## config.mk

```make
export PLATFORM = sky130hd
export DESIGN_NAME = command_line_tokenizer
export DESIGN_NICKNAME = d
export VERILOG_FILES = /design/src/clt_pkg.sv /design/src/command_line_tokenizer.sv /design/src/clt_parse.sv /design/src/clt_fifo.sv
export SDC_FILE = /design/constraint.sdc
export NUM_CORES = 1
export LEC_CHECK = 0
export BUFFER_PORTS_ARGS = -buffer_cell sky130_fd_sc_hd__buf_2
export CAP_MARGIN = 10
export CORE_MARGIN = 10
export CORE_UTILIZATION = 50
export DETAILED_ROUTE_END_ITERATION = 16
export GPL_TIMING_DRIVEN = 0
export PLACE_DENSITY = 0.67
export SLEW_MARGIN = 10
export SYNTH_ARGS = -nofsm -noshare
export SYNTH_HDL_FRONTEND = slang
export SYNTH_HIERARCHICAL = 1
export SYNTH_SLANG_ARGS = --single-unit
```

## constraint.sdc

```tcl
create_clock -name clk -period 8.2 [get_ports clk]
set_input_delay 0.82 -clock clk [delete_from_list [all_inputs] [get_ports clk]]
set_output_delay 0.82 -clock clk [all_outputs]
set_load 0.02 [all_outputs]
```

## src/clt_pkg.sv

```systemverilog
// clt_pkg: shared types and constants for the command line tokenizer.
// Holds character codes, record layout and queue sizing; no dependencies.
package clt_pkg;

  localparam int MAX_LINE_BYTES = 4096;

  localparam int START_W = 12;
  localparam int LEN_W   = 13;
  localparam int LTR_W   = 5;

  // Byte position must hold MAX_LINE_BYTES itself and feed the length field.
  localparam int POS_RAW_W = $clog2(MAX_LINE_BYTES + 1);
  localparam int POS_W     = (POS_RAW_W > LEN_W) ? POS_RAW_W : LEN_W;

  localparam int FIFO_DEPTH = 4;
  localparam int PTR_W      = $clog2(FIFO_DEPTH);
  localparam int CNT_W      = $clog2(FIFO_DEPTH + 1);

  localparam logic [7:0] CH_LF    = 8'h0A;
  localparam logic [7:0] CH_CR    = 8'h0D;
  localparam logic [7:0] CH_SPACE = 8'h20;
  localparam logic [7:0] CH_EQ    = 8'h3D;
  localparam logic [7:0] CH_A     = 8'h61;
  localparam logic [7:0] CH_Z     = 8'h7A;

  typedef enum logic [1:0] {
    KIND_CMD    = 2'd0,
    KIND_PARAM  = 2'd1,
    KIND_STATUS = 2'd2
  } kind_t;

  typedef enum logic [1:0] {
    STATUS_OK        = 2'd0,
    STATUS_MALFORMED = 2'd1,
    STATUS_TOO_LONG  = 2'd2
  } status_t;

  typedef struct packed {
    kind_t              kind;
    logic [LTR_W-1:0]   letter;
    logic [START_W-1:0] start;
    logic [LEN_W-1:0]   length;
    status_t            status;
    logic               final_rec;
  } rec_t;

  // Up to two records per input word; second is valid only with the first.
  typedef struct packed {
    logic v0;
    rec_t r0;
    logic v1;
    rec_t r1;
  } rec_pair_t;

endpackage

```

## src/command_line_tokenizer.sv

```systemverilog
// command_line_tokenizer: top level; input word register, parser, result queue.
// Instantiates clt_parse and clt_fifo; uses clt_pkg.
// An accepted word waits in the input word register until the result queue
// has room for a record pair; it is then parsed and its records are written
// into the queue that drives the output. Throughput: one word per cycle while
// the 4-entry queue has room for a pair; a word's second record drains after
// its first. rst (synchronous) empties the queue and returns the parser to line start.
module command_line_tokenizer (
  input  logic        clk,
  input  logic        rst,
  input  logic        in_valid,
  output logic        in_ready,
  input  logic [7:0]  line_byte,
  input  logic        end_of_line,
  output logic        out_valid,
  input  logic        out_ready,
  output logic [1:0]  record_kind,
  output logic [4:0]  option_letter,
  output logic [11:0] token_start,
  output logic [12:0] token_length,
  output logic [1:0]  line_status,
  output logic        final_record
);

  logic               in_full;
  logic [7:0]         in_byte;
  logic               in_last;
  logic               room;
  logic               fire;
  clt_pkg::rec_pair_t recs, push;
  clt_pkg::rec_t      head;

  assign fire     = in_full && room;
  assign in_ready = !in_full || fire;

  always_ff @(posedge clk) begin
    if (rst) begin
      in_full <= 1'b0;
    end else if (in_valid && in_ready) begin
      in_full <= 1'b1;
    end else if (fire) begin
      in_full <= 1'b0;
    end
  end

  always_ff @(posedge clk) begin
    if (in_valid && in_ready) begin
      in_byte <= line_byte;
      in_last <= end_of_line;
    end
  end

  clt_parse u_parse (
    .clk     (clk),
    .rst     (rst),
    .fire    (fire),
    .in_byte (in_byte),
    .in_last (in_last),
    .recs    (recs)
  );

  always_comb begin
    push    = recs;
    push.v0 = recs.v0 && fire;
    push.v1 = recs.v1 && fire;
  end

  clt_fifo u_fifo (
    .clk       (clk),
    .rst       (rst),
    .push      (push),
    .pop       (out_valid && out_ready),
    .head      (head),
    .not_empty (out_valid),
    .room      (room)
  );

  assign record_kind   = head.kind;
  assign option_letter = head.letter;
  assign token_start   = head.start;
  assign token_length  = head.length;
  assign line_status   = head.status;
  assign final_record  = head.final_rec;

  a_final_is_status: assert property (@(posedge clk) disable iff (rst)
    out_valid && final_record |-> record_kind == clt_pkg::KIND_STATUS)
    else $error("final record is not a status record");

  a_token_clean: assert property (@(posedge clk) disable iff (rst)
    out_valid && record_kind != clt_pkg::KIND_STATUS |->
      line_status == clt_pkg::STATUS_OK && !final_record)
    else $error("token record carries status bits");

  a_word_held: assert property (@(posedge clk) disable iff (rst)
    in_full && !room |=> in_full && $stable(in_byte) && $stable(in_last))
    else $error("stalled input word lost");

endmodule

```

## src/clt_parse.sv

```systemverilog
// clt_parse: per-byte tokenizer state and record generation.
// Handles one word per fire; uses clt_pkg.
module clt_parse (
  input  logic              clk,
  input  logic              rst,
  input  logic              fire,
  input  logic [7:0]        in_byte,
  input  logic              in_last,
  output clt_pkg::rec_pair_t recs
);

  typedef enum logic [2:0] {
    PH_CMD    = 3'd0,
    PH_SKIP   = 3'd1,
    PH_LETTER = 3'd2,
    PH_VALUE  = 3'd3,
    PH_BAD    = 3'd4,
    PH_LONG   = 3'd5
  } phase_t;

  typedef struct packed {
    phase_t                         phase;
    logic [clt_pkg::LTR_W-1:0]      letter;
    logic [clt_pkg::POS_W-1:0]      start;
    logic                           emit;
    logic                           is_param;
  } step_t;

  function automatic step_t feed_byte(input phase_t ph, input logic [7:0] c,
                                      input logic [clt_pkg::POS_W-1:0] pos,
                                      input logic [clt_pkg::LTR_W-1:0] ltr,
                                      input logic [clt_pkg::POS_W-1:0] st);
    step_t      s;
    logic [7:0] diff;
    s.phase    = ph;
    s.letter   = ltr;
    s.start    = st;
    s.emit     = 1'b0;
    s.is_param = 1'b0;
    diff       = c - clt_pkg::CH_A;
    unique case (ph)
      PH_CMD: begin
        if (c == clt_pkg::CH_SPACE) begin
          s.emit  = 1'b1;
          s.phase = PH_SKIP;
        end
      end
      PH_SKIP: begin
        if (c != clt_pkg::CH_SPACE) begin
          if (c >= clt_pkg::CH_A && c <= clt_pkg::CH_Z) begin
            s.letter = diff[clt_pkg::LTR_W-1:0];
            s.phase  = PH_LETTER;
          end else begin
            s.phase = PH_BAD;
          end
        end
      end
      PH_LETTER: begin
        if (c == clt_pkg::CH_EQ) begin
          s.start = pos + clt_pkg::POS_W'(1);
          s.phase = PH_VALUE;
        end else begin
          s.phase = PH_BAD;
        end
      end
      PH_VALUE: begin
        if (c == clt_pkg::CH_SPACE) begin
          s.emit     = 1'b1;
          s.is_param = 1'b1;
          s.phase    = PH_SKIP;
        end
      end
      default: s.phase = PH_BAD;
    endcase
    return s;
  endfunction

  phase_t                    phase, phase_next;
  logic                      held, held_next;
  logic [clt_pkg::POS_W-1:0] pos, pos_next;
  logic [clt_pkg::POS_W-1:0] start, start_next;
  logic [clt_pkg::LTR_W-1:0] letter, letter_next;

  logic [clt_pkg::POS_W:0]   fill;
  logic                      long_trip;
  phase_t                    ph0;
  logic                      feed_held, feed_b;
  step_t                     s1, s2;
  logic [clt_pkg::POS_W-1:0] pos1, pos2, len_a, len_b;
  logic                      rec_a, rec_b;
  clt_pkg::rec_t             ra, rb, rc;

  always_comb begin
    fill      = {1'b0, pos} + {{clt_pkg::POS_W{1'b0}}, held};
    long_trip = (phase != PH_LONG) &&
                (fill >= (clt_pkg::POS_W + 1)'(clt_pkg::MAX_LINE_BYTES));
    ph0       = long_trip ? PH_LONG : phase;

    // A held CR is parsed unless the line closes on LF right after it.
    feed_held = held && !long_trip && (ph0 != PH_LONG) &&
                (!in_last || in_byte != clt_pkg::CH_LF);
    feed_b    = (ph0 != PH_LONG) && (in_byte != clt_pkg::CH_CR) &&
                (!in_last || in_byte != clt_pkg::CH_LF);

    s1 = '{phase: ph0, letter: letter, start: start, emit: 1'b0, is_param: 1'b0};
    if (feed_held) begin
      s1 = feed_byte(ph0, clt_pkg::CH_CR, pos, letter, start);
    end
    pos1 = pos + clt_pkg::POS_W'(feed_held);

    s2 = '{phase: s1.phase, letter: s1.letter, start: s1.start,
           emit: 1'b0, is_param: 1'b0};
    if (feed_b) begin
      s2 = feed_byte(s1.phase, in_byte, pos1, s1.letter, s1.start);
    end
    pos2 = pos1 + clt_pkg::POS_W'(feed_b);

    // Record from a space that closes a token
    rec_a = s2.emit;
    len_a = s2.is_param ? (pos1 - s1.start) : pos1;
    ra.kind      = s2.is_param ? clt_pkg::KIND_PARAM : clt_pkg::KIND_CMD;
    ra.letter    = s2.is_param ? s1.letter : '0;
    ra.start     = s2.is_param ? s1.start[clt_pkg::START_W-1:0] : '0;
    ra.length    = len_a[clt_pkg::LEN_W-1:0];
    ra.status    = clt_pkg::STATUS_OK;
    ra.final_rec = 1'b0;

    // Record for a token still open at line end
    rec_b = in_last && (s2.phase == PH_CMD || s2.phase == PH_VALUE);
    len_b = (s2.phase == PH_VALUE) ? (pos2 - s2.start) : pos2;
    rb.kind      = (s2.phase == PH_VALUE) ? clt_pkg::KIND_PARAM : clt_pkg::KIND_CMD;
    rb.letter    = (s2.phase == PH_VALUE) ? s2.letter : '0;
    rb.start     = (s2.phase == PH_VALUE) ? s2.start[clt_pkg::START_W-1:0] : '0;
    rb.length    = len_b[clt_pkg::LEN_W-1:0];
    rb.status    = clt_pkg::STATUS_OK;
    rb.final_rec = 1'b0;

    rc.kind      = clt_pkg::KIND_STATUS;
    rc.letter    = '0;
    rc.start     = '0;
    rc.length    = '0;
    rc.final_rec = 1'b1;
    if (s2.phase == PH_LONG) begin
      rc.status = clt_pkg::STATUS_TOO_LONG;
    end else if (rec_b) begin
      rc.status = clt_pkg::STATUS_OK;
    end else begin
      rc.status = clt_pkg::STATUS_MALFORMED;
    end

    recs.v0 = rec_a || rec_b || in_last;
    recs.r0 = rec_a ? ra : (rec_b ? rb : rc);
    recs.v1 = (rec_a || rec_b) && in_last;
    recs.r1 = rc;

    if (in_last) begin
      phase_next  = PH_CMD;
      held_next   = 1'b0;
      pos_next    = '0;
      start_next  = '0;
      letter_next = '0;
    end else begin
      phase_next  = s2.phase;
      held_next   = (ph0 != PH_LONG) && (in_byte == clt_pkg::CH_CR);
      pos_next    = pos2;
      start_next  = s2.start;
      letter_next = s2.letter;
    end
  end

  always_ff @(posedge clk) begin
    if (rst) begin
      phase  <= PH_CMD;
      held   <= 1'b0;
      pos    <= '0;
      start  <= '0;
      letter <= '0;
    end else if (fire) begin
      phase  <= phase_next;
      held   <= held_next;
      pos    <= pos_next;
      start  <= start_next;
      letter <= letter_next;
    end
  end

endmodule

```

## src/clt_fifo.sv

```systemverilog
// clt_fifo: small result queue taking up to two records a cycle, one out.
// Uses clt_pkg for record type and depth.
module clt_fifo (
  input  logic               clk,
  input  logic               rst,
  input  clt_pkg::rec_pair_t push,
  input  logic               pop,
  output clt_pkg::rec_t      head,
  output logic               not_empty,
  output logic               room
);

  clt_pkg::rec_t             mem [clt_pkg::FIFO_DEPTH];
  logic [clt_pkg::PTR_W-1:0] rd_ptr, wr_ptr;
  logic [clt_pkg::CNT_W-1:0] count, count_next;
  logic [clt_pkg::PTR_W-1:0] wr_ptr1;
  logic [1:0]                push_n;

  always_comb begin
    wr_ptr1    = wr_ptr + clt_pkg::PTR_W'(1);
    push_n     = {1'b0, push.v0} + {1'b0, push.v1};
    count_next = count + clt_pkg::CNT_W'(push_n) - clt_pkg::CNT_W'(pop);
  end

  assign head      = mem[rd_ptr];
  assign not_empty = (count != '0);
  // Room for a full pair, judged on the registered count
  assign room      = (count <= clt_pkg::CNT_W'(clt_pkg::FIFO_DEPTH - 2));

  always_ff @(posedge clk) begin
    if (push.v0) mem[wr_ptr] <= push.r0;
    if (push.v1) mem[wr_ptr1] <= push.r1;
  end

  always_ff @(posedge clk) begin
    if (rst) begin
      rd_ptr <= '0;
      wr_ptr <= '0;
      count  <= '0;
    end else begin
      wr_ptr <= wr_ptr + clt_pkg::PTR_W'(push_n);
      if (pop) rd_ptr <= rd_ptr + clt_pkg::PTR_W'(1);
      count <= count_next;
    end
  end

endmodule

```

* After elaboration in Yosys (flattened, before gate mapping)
Memories as Yosys holds them, arrays and structs flattened. A register that Yosys moved wholly into a read port is not among the register bits. Cells that the tools add are included.
Storage, ports and cells: bits in registers 52, latch bits 0, bits in writable memories 140, ROM bits 0, input bits 13, output and inout bits 37, word-level logic and storage cells 115, memories 1
Memory list:
- u_fifo.mem | depth 4, width 35, rd ports 1, clocked after memory_dff 1, wr ports 2, line clt_fifo.sv:13 | clt_pkg::rec_t mem [clt_pkg::FIFO_DEPTH];
Operators by class: $add $sub $neg 13, multiply operators 0, div/mod/pow operators 0, $lt $le $gt $ge 4, eq/ne operators 14, shift operators 0, muxes and demuxes 42, bitwise gates (word level) 0, reductions and logical operators 30
Operators with widths (number):
- $mux W13 | 6
- $mux W35 | 2
- $mux W23 | 2
- $add A13 B1 Y13 | 2
- $sub A13 B13 Y13 | 2
- $mux W5 | 5
- $mux W12 | 2
- $mux W3 | 6
- $eq A8 B6 Y1 const B | 2
- $ne A8 B4 Y1 const B | 2
- $logic_and A1 B1 Y1 | 15
- $add A13 B1 Y14 | 1
- $ge A14 B13 Y1 const B | 1
- $add A13 B1 Y13 const B | 1
- $eq A3 B2 Y1 const B | 4
- $mux W1 | 12
- $logic_not A3 Y1 | 3
- $pmux W3 S3 | 1
- $eq A8 B4 Y1 const B | 1
- $ge A8 B7 Y1 const B | 1
- $le A8 B7 Y1 const B | 1
- $mux W2 | 4
- $mux W8 | 1
- $ne A8 B6 Y1 const B | 1
- 16 further kinds | 25

* Logic depth before layout (Yosys ltp)
depth after elaboration 21, depth in mapped cells 28

* Cells and area by module
Netlist, hierarchy kept.
By module, submodules not included:
- clt_fifo | instances 1, cells an instance 384, area each 7231.9 um^2, seq. area each 4384.2 um^2
- clt_parse | instances 1, cells an instance 638, area each 4613.2 um^2, seq. area each 700.7 um^2
- command_line_tokenizer | instances 1, cells an instance 18, area each 354.1 um^2, seq. area each 290.3 um^2

* Worst setup path before layout
Ideal clock, no wire load.
path type flip-flop to flip-flop, start point reg u_parse.held, end point mem u_fifo/mem[0][15] (netlist bit) (data pin), arrival 5.491 ns, required time 7.940 ns, setup slack 2.449 ns, cell stages (with the launch flop) 28, path buffers 2, clock period less this slack 5.751 ns, cells stage by stage dfxtp_1 > ha_1 > ha_1 > nand4_1 > nor3_2 > mux2_4 > or2_2 > buf_2 > nor2_1 > ha_1 > ha_1 > nand4_1 > or3_1 > and2_1 > clkbuf_1 > or3_1 > nor2_1 > xnor2_1 > mux2i_1 > ha_1 > a21o_1 > nor4_1 > o31a_1 > nor2_1 > mux2i_1 > xor2_1 > o22ai_1 > mux2_2
RTL lines:
- start: declaration | line clt_parse.sv:79 | logic held, held_next;
- start signal: assignment | line clt_parse.sv:180 | held <= held_next;
- end: declaration | line clt_fifo.sv:13

==> out/qor.yml <==
clock_sinks: 194
power.density_nw_per_um2: 185
vias: 8324
max_freq_mhz: 151
insertedDiodeCount: 0
post_cts_buffers: 0
synthArstFlopShare_pct: 0
ys.flop_type: "edfxtp_1"
hp-class: "register to register"
grt_max_degree: 24
synth-xor-area-share_pct: 4.18
wirelength_mm: 29.4
p_leak_nw: 5.13
p_seq_share_pct: 44.3
synth.distinct_cells: 82
initial_core_util_pct: 50.5
r2r-start: "u_parse/held$_SDFFE_PP0P_"
first_global_vias: 8558
synth.area.mux_share_pct: 20.8
hold_violations: 0
rows: 57
cts_buffers: 17
io_buffers: 49
fillers: 2058
ir_drop_mv: 0.119
ys_seq_elements: 194
yosysTopAreaCellShare_pct: 36.7
worstPathMaxFanout: 10
gp_congestion: 0.923
drive_above_1_share_pct: 30.3
finalClockSkew_ps: 15.6
cts_max_level: 4
finalCritPeriodShare_pct: 80.9
final_common_cell: "edfxtp_1"
tns_ps: 0
nNetsFinal: 1201
synth_area_leaders: "edfxtp_1 (37%), mux2_2 (13%), dfxtp_1 (7.4%)"
final_cell_mix: "edfxtp_1 (149), mux2_2 (138), nor2_1 (91)"
grt_pass1_wl_mm: 46.9
grt_antenna_before_repair: 0
finalSetupViolCount: 0
relSlewSlack_pct: 41.1
rsz0062_at_grt: "false"
area_delta_synth_final_pct: 12.2
tightest_slew_ps: 872
cts_tree: "yes"
synth_compound_gate_area_share_pct: 9.22
synthAdderAreaFrac_pct: 4.70
clock_path_buffers: 2
drc: 0
holdCritStartpoint: "u_parse/letter[2]$_SDFFE_PP0P_"
insertion_delay_ps: 450
fin_crit_ps: 6630
final_core_util_pct: 56.6
ant_nets: 0
pwr-share-comb_pct: 22.5
critPathLaunchType: "register"
cts_hold_buf: 0
core-area_um2: 24200
hold-worst-slack_ps: 525
cts_resized: 0
die_area_um2: 31000
end_kind: "register"
grt_overflow: 0
synth_edf_count: 149
synthesis.area_um2: 12200
drt_iter0_drc: 652
syn_inst: 1040
avgSynthCellArea_um2: 11.7
grtUsageTotal_pct: 19.3
worst-setup-path-type: "register to register"
intPower_mw: 1.81
yosys.area_share.simple_pct: 10.9
clockPowerShare_pct: 33.2
status: "finished clean"
firstDrtPassIters: 6
cts_root_buffer: "clkbuf_16"
critPathLaunch: "u_parse/held$_SDFFE_PP0P_"
hpwl_mm: 21.4
yosys_warnings: 6
clkTransAtPathRegs_ps: 70
cap_violations: 0
ios: 50
vias_per_cell: 5.62
power.switching_uw: 722
die_w_um: 176
p_sw_share_pct: 28.5
ys_seq_area_share_pct: 44.1
synth_top_family_by_area: "multiplexers"
drv_slew: 0
die_h_um: 176
arrival_ps: 6820
post_drt_wl_per_cell_um: 19.9
synth_top_area_cell: "edfxtp_1"
crit_required_ps: 8390
## cell usage after synthesis, types with 13 or more instances
cell / number
edfxtp_1: 149
mux2_2: 138
nor2_1: 93
a21oi_1: 53
dfxtp_1: 45
ha_1: 41
inv_1: 40
buf_4: 35
mux4_2: 35
xnor2_1: 33
nand2_1: 30
clkbuf_1: 23
o22ai_1: 23
xor2_1: 20
nor3_1: 19
o21ai_0: 19
a22oi_1: 18
nand3_1: 17
mux2i_1: 16
buf_2: 13
## layout make-up
type                       instances  area [um^2]  area share (%)
inverter                          40          150            1.10
sequential                       194         5380            39.3
clock buffer                      18          429            3.13
tap                              324          405            2.96
timing repair buffer              54          348            2.54
multi-input combinational        746         6250            45.6
buffer                            91          584            4.27
clock inverter                    13          150            1.10
## cell families after synthesis
logic type,after synthesis
adder cells (fa/ha/maj),44
buffers and inverters,131
XOR/XNOR,55
other,2
multiplexers,192
flip-flops,194
AO/OA/AOI/OAI,168
AND/OR/NAND/NOR,254
## metal layers
| layer | global-route usage (%) | part of all wire (%) |
|---|---|---|
| met5 | 0 | 0 |
| met3 | 3.37 | 5.4 |
| met2 | 31.8 | 48 |
| met4 | 6.57 | 2.2 |
| met1 | 25.3 | 44 |
## flip-flops by register name, indices dropped and copies added, names as in the netlist, named ones only
register        cells
u_fifo/mem        140
u_parse/pos        13
u_parse/start      13
in_byte             8
u_parse/letter      5
u_fifo/count        3
u_parse/phase       3
u_fifo/rd_ptr       2
u_fifo/wr_ptr       2
in_full             1
in_last             1
u_parse/held        1
## worst max-delay path: stages (launching register included)
cell and delay, ps:
dfxtp_1 430, ha_1 220, ha_1 140, nand4_1 120
nor3_2 210, mux2_4 390, or2_2 300, buf_2 190
nor2_1 150, ha_1 210, ha_1 250, nand4_1 230
or3_1 380, and2_1 160, clkbuf_1 150, or3_1 410
nor2_1 140, xnor2_1 80, mux2i_1 280, ha_1 320
a21o_1 200, nor4_1 250, o31a_1 200, nor2_1 40
mux2i_1 180, xor2_1 220, o22ai_1 180, mux2_2 330
## path summary, 6_finish.rpt
kind,slack (ps),cells after the start,to
max,1570,27,u_fifo/mem[0][15]$_DFFE_PP_
min,530,2,u_parse/letter[2]$_SDFFE_PP0P_
max reg2reg,1570,27,u_fifo/mem[0][15]$_DFFE_PP_
min reg2reg,530,2,u_parse/letter[2]$_SDFFE_PP0P_
## metrics by stage
stage	instance area [um^2]	setup slack (ps)	total power, mW	instances
2_1_floorplan	12300	2450	1.57	1071
3_3_place_gp	13000	-419	1.72	1444
3_5_place_dp	13100	1630	1.73	1449
4_1_cts	13700	1590	2.56	1480
5_1_grt	13700	1040	2.65	1480
6_report	13700	1570	2.54	1480
## power by group through the flow
| stage | Sequential, mW | Clock [mW] | Combinational, mW |
|---|---|---|---|
| detailed placement | 1.15 | 0 | 0.582 |
| global route | 1.13 | 0.892 | 0.625 |
| finish | 1.12 | 0.841 | 0.571 |
| CTS | 1.12 | 0.856 | 0.584 |
| floorplan | 1.14 | 0 | 0.422 |
| global placement | 1.15 | 0 | 0.570 |
(Power assumes the default switching activity.)
